--- src/rtl/ffdl_pkg.sv ---
// Shared definitions for the fractional feedback delay line: sizes, arithmetic helpers,
// the microcode control word and the microprogram itself.
// Depends on nothing; used by ffdl_seq and fractional_feedback_delay_line.
package ffdl_pkg;

   // Store geometry and fixed-point format.
   localparam int MAX_FRAMES   = 4096;
   localparam int MAX_CHANNELS = 8;
   localparam int FRAC_BITS    = 8;
   localparam int STORE_DEPTH  = MAX_FRAMES * MAX_CHANNELS;

   localparam int ADDR_W = $clog2(STORE_DEPTH);
   localparam int LEN_W  = ADDR_W + 1;
   localparam int CH_W   = $clog2(MAX_CHANNELS + 1);
   localparam int POS_W  = ADDR_W + FRAC_BITS;
   localparam int SPAN_W = LEN_W + FRAC_BITS;
   localparam int DLY_W  = $clog2(MAX_FRAMES) + FRAC_BITS + 1;
   localparam int SCALE  = 2 ** FRAC_BITS;

   // Field and register widths.
   localparam int SMP_W   = 16;
   localparam int DELAY_W = 20;
   localparam int CHREG_W = 4;
   localparam int FB_W    = 15;
   localparam int GAIN_W  = 16;
   localparam int CSR_IDX_W = 3;
   localparam int CSR_DAT_W = 20;

   // Datapath widths: interpolated value, multiplier operands and products.
   localparam int WET_W  = SMP_W + FRAC_BITS + 1;
   localparam int MULB_W = GAIN_W + 1;
   localparam int MUL_W  = WET_W + MULB_W;
   localparam int SUM_W  = MUL_W + 1;
   localparam int SHIFT  = FRAC_BITS + 15;
   localparam int RND_W  = SUM_W - SHIFT;
   localparam int SAT_W  = RND_W + 1;

   // Configuration register indexes.
   localparam logic [CSR_IDX_W-1:0] CSR_DELAY    = 3'd0;
   localparam logic [CSR_IDX_W-1:0] CSR_CHANNELS = 3'd1;
   localparam logic [CSR_IDX_W-1:0] CSR_FEEDBACK = 3'd2;
   localparam logic [CSR_IDX_W-1:0] CSR_DRY      = 3'd3;
   localparam logic [CSR_IDX_W-1:0] CSR_WET      = 3'd4;

   // Microprogram step addresses.
   localparam int STEP_W = 4;
   localparam logic [STEP_W-1:0] STEP_CLR   = 4'd0;
   localparam logic [STEP_W-1:0] STEP_IDLE  = 4'd1;
   localparam logic [STEP_W-1:0] STEP_RDP   = 4'd2;
   localparam logic [STEP_W-1:0] STEP_RDN   = 4'd3;
   localparam logic [STEP_W-1:0] STEP_MNEXT = 4'd4;
   localparam logic [STEP_W-1:0] STEP_WET   = 4'd5;
   localparam logic [STEP_W-1:0] STEP_FB    = 4'd6;
   localparam logic [STEP_W-1:0] STEP_STORE = 4'd7;
   localparam logic [STEP_W-1:0] STEP_OUT   = 4'd8;

   // Jump conditions: the step moves to its target when the condition holds.
   typedef enum logic [1:0] {
      C_ALWAYS,
      C_CLR_DONE,
      C_REQ,
      C_OUT_FREE
   } cond_type;

   typedef enum logic [1:0] {
      RD_NONE,
      RD_PREV,
      RD_NEXT
   } rd_type;

   typedef enum logic [2:0] {
      MUL_HOLD,
      MUL_PREV,
      MUL_NEXT,
      MUL_DRY,
      MUL_FB,
      MUL_WG
   } mul_type;

   typedef struct packed {
      cond_type          cond;
      logic [STEP_W-1:0] target;
      logic              req_rdy;
      logic              clr_wr;
      rd_type            rd_sel;
      mul_type           mul_sel;
      logic              nidx_ld;
      logic              acc_ld;
      logic              wet_ld;
      logic              st_wr;
      logic              out_ld;
   } ctrl_word_type;

   // Sequencer output: the current control word and whether the step completes.
   typedef struct packed {
      ctrl_word_type word;
      logic          go;
   } seq_ctrl_type;

   // Status fed back to the sequencer for its conditional jumps.
   typedef struct packed {
      logic req_valid;
      logic clr_done;
      logic out_free;
   } seq_status_type;

   localparam ctrl_word_type CTRL_NOP = '{
      cond: C_ALWAYS, target: STEP_IDLE, req_rdy: 1'b0, clr_wr: 1'b0,
      rd_sel: RD_NONE, mul_sel: MUL_HOLD, nidx_ld: 1'b0, acc_ld: 1'b0,
      wet_ld: 1'b0, st_wr: 1'b0, out_ld: 1'b0};

   // The microprogram. One control word per step.
   function automatic ctrl_word_type ucode(input logic [STEP_W-1:0] step);
      ctrl_word_type w;
      w = CTRL_NOP;
      unique case (step)
         STEP_CLR: begin
            w.cond   = C_CLR_DONE;
            w.target = STEP_IDLE;
            w.clr_wr = 1'b1;
         end
         STEP_IDLE: begin
            w.cond    = C_REQ;
            w.target  = STEP_RDP;
            w.req_rdy = 1'b1;
         end
         STEP_RDP: begin
            w.target  = STEP_RDN;
            w.rd_sel  = RD_PREV;
            w.nidx_ld = 1'b1;
         end
         STEP_RDN: begin
            w.target  = STEP_MNEXT;
            w.rd_sel  = RD_NEXT;
            w.mul_sel = MUL_PREV;
         end
         STEP_MNEXT: begin
            w.target  = STEP_WET;
            w.mul_sel = MUL_NEXT;
            w.acc_ld  = 1'b1;
         end
         STEP_WET: begin
            w.target  = STEP_FB;
            w.mul_sel = MUL_DRY;
            w.wet_ld  = 1'b1;
         end
         STEP_FB: begin
            w.target  = STEP_STORE;
            w.mul_sel = MUL_FB;
            w.acc_ld  = 1'b1;
         end
         STEP_STORE: begin
            w.target  = STEP_OUT;
            w.mul_sel = MUL_WG;
            w.st_wr   = 1'b1;
         end
         STEP_OUT: begin
            w.cond   = C_OUT_FREE;
            w.target = STEP_IDLE;
            w.out_ld = 1'b1;
         end
         default: begin
            w = CTRL_NOP;
         end
      endcase
      return w;
   endfunction

   localparam logic signed [SUM_W-1:0] RND_HALF = SUM_W'(1) <<< (SHIFT - 1);
   localparam logic signed [SAT_W-1:0] SMP_MAX  = SAT_W'(32767);
   localparam logic signed [SAT_W-1:0] SMP_MIN  = -SAT_W'(32768);

   // Round half up, then floor by 2^SHIFT.
   function automatic logic signed [RND_W-1:0] round_shift(input logic signed [SUM_W-1:0] v);
      logic signed [SUM_W-1:0] t;
      t = (v + RND_HALF) >>> SHIFT;
      return t[RND_W-1:0];
   endfunction

   // Saturate to the signed 16-bit sample range.
   function automatic logic signed [SMP_W-1:0] sat16(input logic signed [SAT_W-1:0] v);
      logic signed [SMP_W-1:0] s;
      if (v > SMP_MAX) begin
         s = 16'sh7fff;
      end else if (v < SMP_MIN) begin
         s = -16'sh8000;
      end else begin
         s = v[SMP_W-1:0];
      end
      return s;
   endfunction

endpackage

--- src/rtl/ffdl_seq.sv ---
// Microcode sequencer of the delay line: step counter, control store lookup and
// conditional jumps. Depends on ffdl_pkg for the control word and the microprogram.
module ffdl_seq
   import ffdl_pkg::*;
(
   input  logic           clock,
   input  logic           reset,
   input  seq_status_type status,
   output seq_ctrl_type   ctrl
);

   logic [STEP_W-1:0] pc_ff;
   logic [STEP_W-1:0] pc_in;
   ctrl_word_type     word;
   logic              go;

   // Fetch the control word and evaluate its jump condition.
   always_comb begin
      word = ucode(pc_ff);
      unique case (word.cond)
         C_ALWAYS:   go = 1'b1;
         C_CLR_DONE: go = status.clr_done;
         C_REQ:      go = status.req_valid;
         C_OUT_FREE: go = status.out_free;
         default:    go = 1'b1;
      endcase
      pc_in = go ? word.target : pc_ff;
   end

   assign ctrl.word = word;
   assign ctrl.go   = go;

   // Step counter; reset starts the clearing pass.
   always_ff @(posedge clock) begin
      if (reset) begin
         pc_ff <= STEP_CLR;
      end else begin
         pc_ff <= pc_in;
      end
   end

endmodule
--- config.mk ---
export PLATFORM = sky130hd
export DESIGN_NAME = ffdl_seq
export DESIGN_NICKNAME = d
export VERILOG_FILES = /design/src/rtl/ffdl_pkg.sv /design/src/rtl/ffdl_seq.sv
export SDC_FILE = /design/constraint.sdc
export NUM_CORES = 1
export LEC_CHECK = 0
export BUFFER_PORTS_ARGS = -buffer_cell sky130_fd_sc_hd__buf_2
export CAP_MARGIN = 20
export CORE_AREA = 10 10 47 49
export CTS_CLUSTER_SIZE = 10
export DETAILED_ROUTE_END_ITERATION = 8
export DIE_AREA = 0 0 57 59
export GPL_TIMING_DRIVEN = 0
export REMOVE_ABC_BUFFERS = 1
export SLEW_MARGIN = 0
export SYNTH_ARGS = -nofsm -noshare
export SYNTH_HDL_FRONTEND = slang
export SYNTH_SLANG_ARGS = --single-unit
--- constraint.sdc ---
create_clock -name clock -period 1.4 [get_ports clock]
set_input_delay 0.07 -clock clock [delete_from_list [all_inputs] [get_ports clock]]
set_output_delay 0.07 -clock clock [all_outputs]
set_load 0.02 [all_outputs]
# == After elaboration in Yosys (flattened, before gate mapping) ==
# Index checks and enable logic that the tools add are counted.
# totals
inputBits,5
out_inout_bits,19
elab_cells,27
ff_bits,4
# op_classes
eq_ne,11
mux,12
reduce_logical,3
# ops
cell,n
one-hot mux 4 bit (7 select lines),1
equality test 4 x 3 -> 1 bit (second input constant),4
one-hot mux 3 bit (5 select lines),1
equality test 4 x 2 -> 1 bit (second input constant),2
2-to-1 mux 1 bit,7
one-hot mux 2 bit (3 select lines),1
equality test 2 bit (second input constant),2
equality test 4 x 1 -> 1 bit (second input constant),1
equality test 4 bit (second input constant),1
logical NOT 4 bit,1
one-hot mux 1 bit (4 select lines),1
one-hot mux 2 bit (2 select lines),1
equality test 2 x 1 -> 1 bit (second input constant),1
logical NOT 2 bit,1
OR reduction 2 bit,1

# == Longest topological paths before layout ==
# logic_depth
ltp_word,4
mapped_depth,5

# == Worst setup path before layout ==
# No wires, ideal clock.
# synth_timing
path_type,reg-to-output
startpoint,register pc_ff[0]
endpoint,output port ctrl[9] in the netlist's numbering
stages_incl_launch_ff,5
arrival_time_ns,1.681
slack_ns,-0.351
cell_sequence,dfxtp_1 > buf_4 > buf_2 > nor4b_1 > buf_4
# synth_rtl
element,line_no,source
"start, declared",ffdl_seq.sv:12,logic [STEP_W-1:0] pc_ff;
"start signal, assigned",ffdl_seq.sv:38,pc_ff <= pc_in;
"end, declared",ffdl_seq.sv:9,output seq_ctrl_type ctrl

==> metrics.cfg <==
[power]
leakage_nw=0.254
ir_worst_vdd_mv=0.368
power_density_nw_per_um2=979
power.total_w=0.000504

[layout]
nets=75
drive_gt1_frac=0.515
largest_registers=pc_ff x4
largest_reg_flops=4
mostFrequentLayoutCells=23 x sky130_fd_sc_hd__buf_2, 9 x sky130_fd_sc_hd__nor2_1, 4 x sky130_fd_sc_hd__and2_1, 4 x sky130_fd_sc_hd__nor3_1, 4 x sky130_fd_sc_hd__dfxtp_4
mostFrequentLayoutCell=sky130_fd_sc_hd__buf_2
design_area_um2=514
insertedDiodeCount=0
largest_reg_by_ff_count=pc_ff
area_overhead_of_the_layout_relative_to_synthesis_pct=45.2

[clock_network]
clk_latency_worst_skew_pair_ns=0.23
number_of_h_tree_levels=1
cts_tree=yes
tritoncts.num_buffers=3
largest_buffer_count_on_any_clock_path=2
cts.root.buffer_cell=sky130_fd_sc_hd__clkbuf_4
cts_sinks=4
clkSlewWorstSetupHoldPaths_ns=0.04

[global_route]
via_count_of_the_first_global_routing_pass=358
globalRouteTotalUtil=0.0606
grt_overflow_total=0
number_of_antenna_violations_at_the_first_check_in_global_routing=0
grt_start_max_net_pins=18
grt_pass1_wl_um=1660

[timing]
setup-tns-final_ns=0
final_setup_violations=0
tightestPinTransition_ns=0.311
skew_ns=0.00149
final.min_clock_period_ns=1.30
final-max-slew-violation-count=0
finalCritPeriodShare=0.928
grt_setup_unrepaired=no
fmaxAchievable_mhz=769
hold_viol=0
worst_slew_margin_rel=0.790

[detailed_routing]
drc=0
detailedRoute.firstPassIterationCount=4
antenna_left=0
postRouteWirelength_um=1110
routedWlPerCell_um=13.3
drt-initial-drc-count=2
via_count=387
vias_per_cell=4.61

[synth]
postSynthCellCount=47
syn-cell-area_um2=354
synth-seq-cells=4
sequential_fraction_of_the_synthesis_area=0.226
ys_warn_count=0
ys_types=20
syn_avg_cell_area_um2=7.53

[worst_setup_path]
timing.critical_path.from_type=register
critical_path_arrival_ns=1.23
setup.worst_path.end_class=output port
critPathRequiredTime_ns=1.33
critical_path_class=register to output port
largest_driver_fanout_on_the_critical_path=16

[die]
floorplan.rows=14
io_pins=24
chipWidth_um=57
floorplan.core_area_um2=1400
dieHeight_um=59
die_area_um2=3360
initial_utilization=0.253

[placement]
globalplace.congestion=0.751
detailed_place_hpwl_um=782
detailed_place.area_um2=439
buffer_ports.inserted=23

[min_path]
hp-class=input port to register

[job]
cap_violations=0

[run_status]
run_status=completed

==> path summary, 6_finish.rpt <==
check	depth (start not counted)	slack [ns]	to	startpoint
max	4	0.10	ctrl[0]	pc_ff[0]$_SDFFE_PP0P_
min	2	0.05	pc_ff[0]$_SDFFE_PP0P_	reset
max reg2reg	3	0.39	pc_ff[1]$_SDFFE_PP0P_	pc_ff[3]$_SDFFE_PP0P_
min reg2reg	1	0.54	pc_ff[2]$_SDFFE_PP0P_	pc_ff[3]$_SDFFE_PP0P_
==> repair_timing <==
action,4_1_cts,5_1_grt
hold buffers,0,0
pin swaps,1,0
resized for setup,6,5
setup buffers,0,2
setup endpoints to repair,14,2
==> synth_stat cells <==
library cell,count,share of area
sky130_fd_sc_hd__and3b_1,1,0.025
sky130_fd_sc_hd__a2111oi_2,1,0.042
sky130_fd_sc_hd__nor3_1,5,0.071
sky130_fd_sc_hd__nor4_1,2,0.035
sky130_fd_sc_hd__mux2i_1,1,0.028
sky130_fd_sc_hd__nor4b_1,1,0.025
sky130_fd_sc_hd__o21ai_0,1,0.014
sky130_fd_sc_hd__nand2b_1,2,0.035
sky130_fd_sc_hd__nor2_1,9,0.095
sky130_fd_sc_hd__a211oi_1,1,0.021
sky130_fd_sc_hd__xor2_1,1,0.025
sky130_fd_sc_hd__a32oi_1,1,0.025
sky130_fd_sc_hd__nand2_1,2,0.021
sky130_fd_sc_hd__dfxtp_1,4,0.23
sky130_fd_sc_hd__nor4bb_1,1,0.028
sky130_fd_sc_hd__nor3b_1,1,0.021
sky130_fd_sc_hd__and2_1,4,0.071
sky130_fd_sc_hd__xnor2_1,2,0.049
sky130_fd_sc_hd__buf_2,1,0.014
sky130_fd_sc_hd__buf_4,6,0.13
==> cells by family (layout without fill, tap and decap cells) <==
family,after synthesis,count (layout),share of synthesized area
mux,1,1,0.0283
compound gates,4,4,0.102
simple gates,28,28,0.428
xor+xnor,3,3,0.0742
buf+inv,7,28,0.141
flops,4,4,0.226
==> metal layers <==
layer  track usage  routed length [µm]  up-vias
met3        0.0236                  95        0
met2        0.0822                 520       16
met1        0.0690                 497      167
li1              -                   -      204
met5             0                   0        -
met4        0.0604                   0        0
==> report_power, final <==
group          total [W]  switching [W]  internal (W)
Clock           0.000141      0.0000450     0.0000958
Combinational   0.000207       0.000122     0.0000845
Sequential      0.000156      0.0000349      0.000121
==> layout make-up <==
type,count,area (µm²)
flip-flops and latches,4,95.1
multi-input cells,36,246
repair buffers,25,130
clock buffers,3,22.5
fillers,166,887
well taps,16,20.0
==> metrics by stage <==
step	hold WS (ns)	setup WS [ns]	std cells	utilization
4_1_cts	0.0396	0.0481	82	0.337
2_1_floorplan	0.142	-0.534	40	-
5_1_grt	0.0527	0.0245	84	0.367
3_5_place_dp	0.295	-0.0828	79	0.313
6_report	0.0482	0.100	84	0.367
3_3_place_gp	0.294	-0.0786	79	0.313
==> critical path, stage by stage (launching register included) <==
cell and delay [ns]:
sky130_fd_sc_hd__dfxtp_4 0.45, sky130_fd_sc_hd__nor3b_2 0.09, sky130_fd_sc_hd__a2111oi_4 0.22, sky130_fd_sc_hd__nand2_1 0.08, sky130_fd_sc_hd__buf_2 0.17
Power figures use the tool's default switching activity.
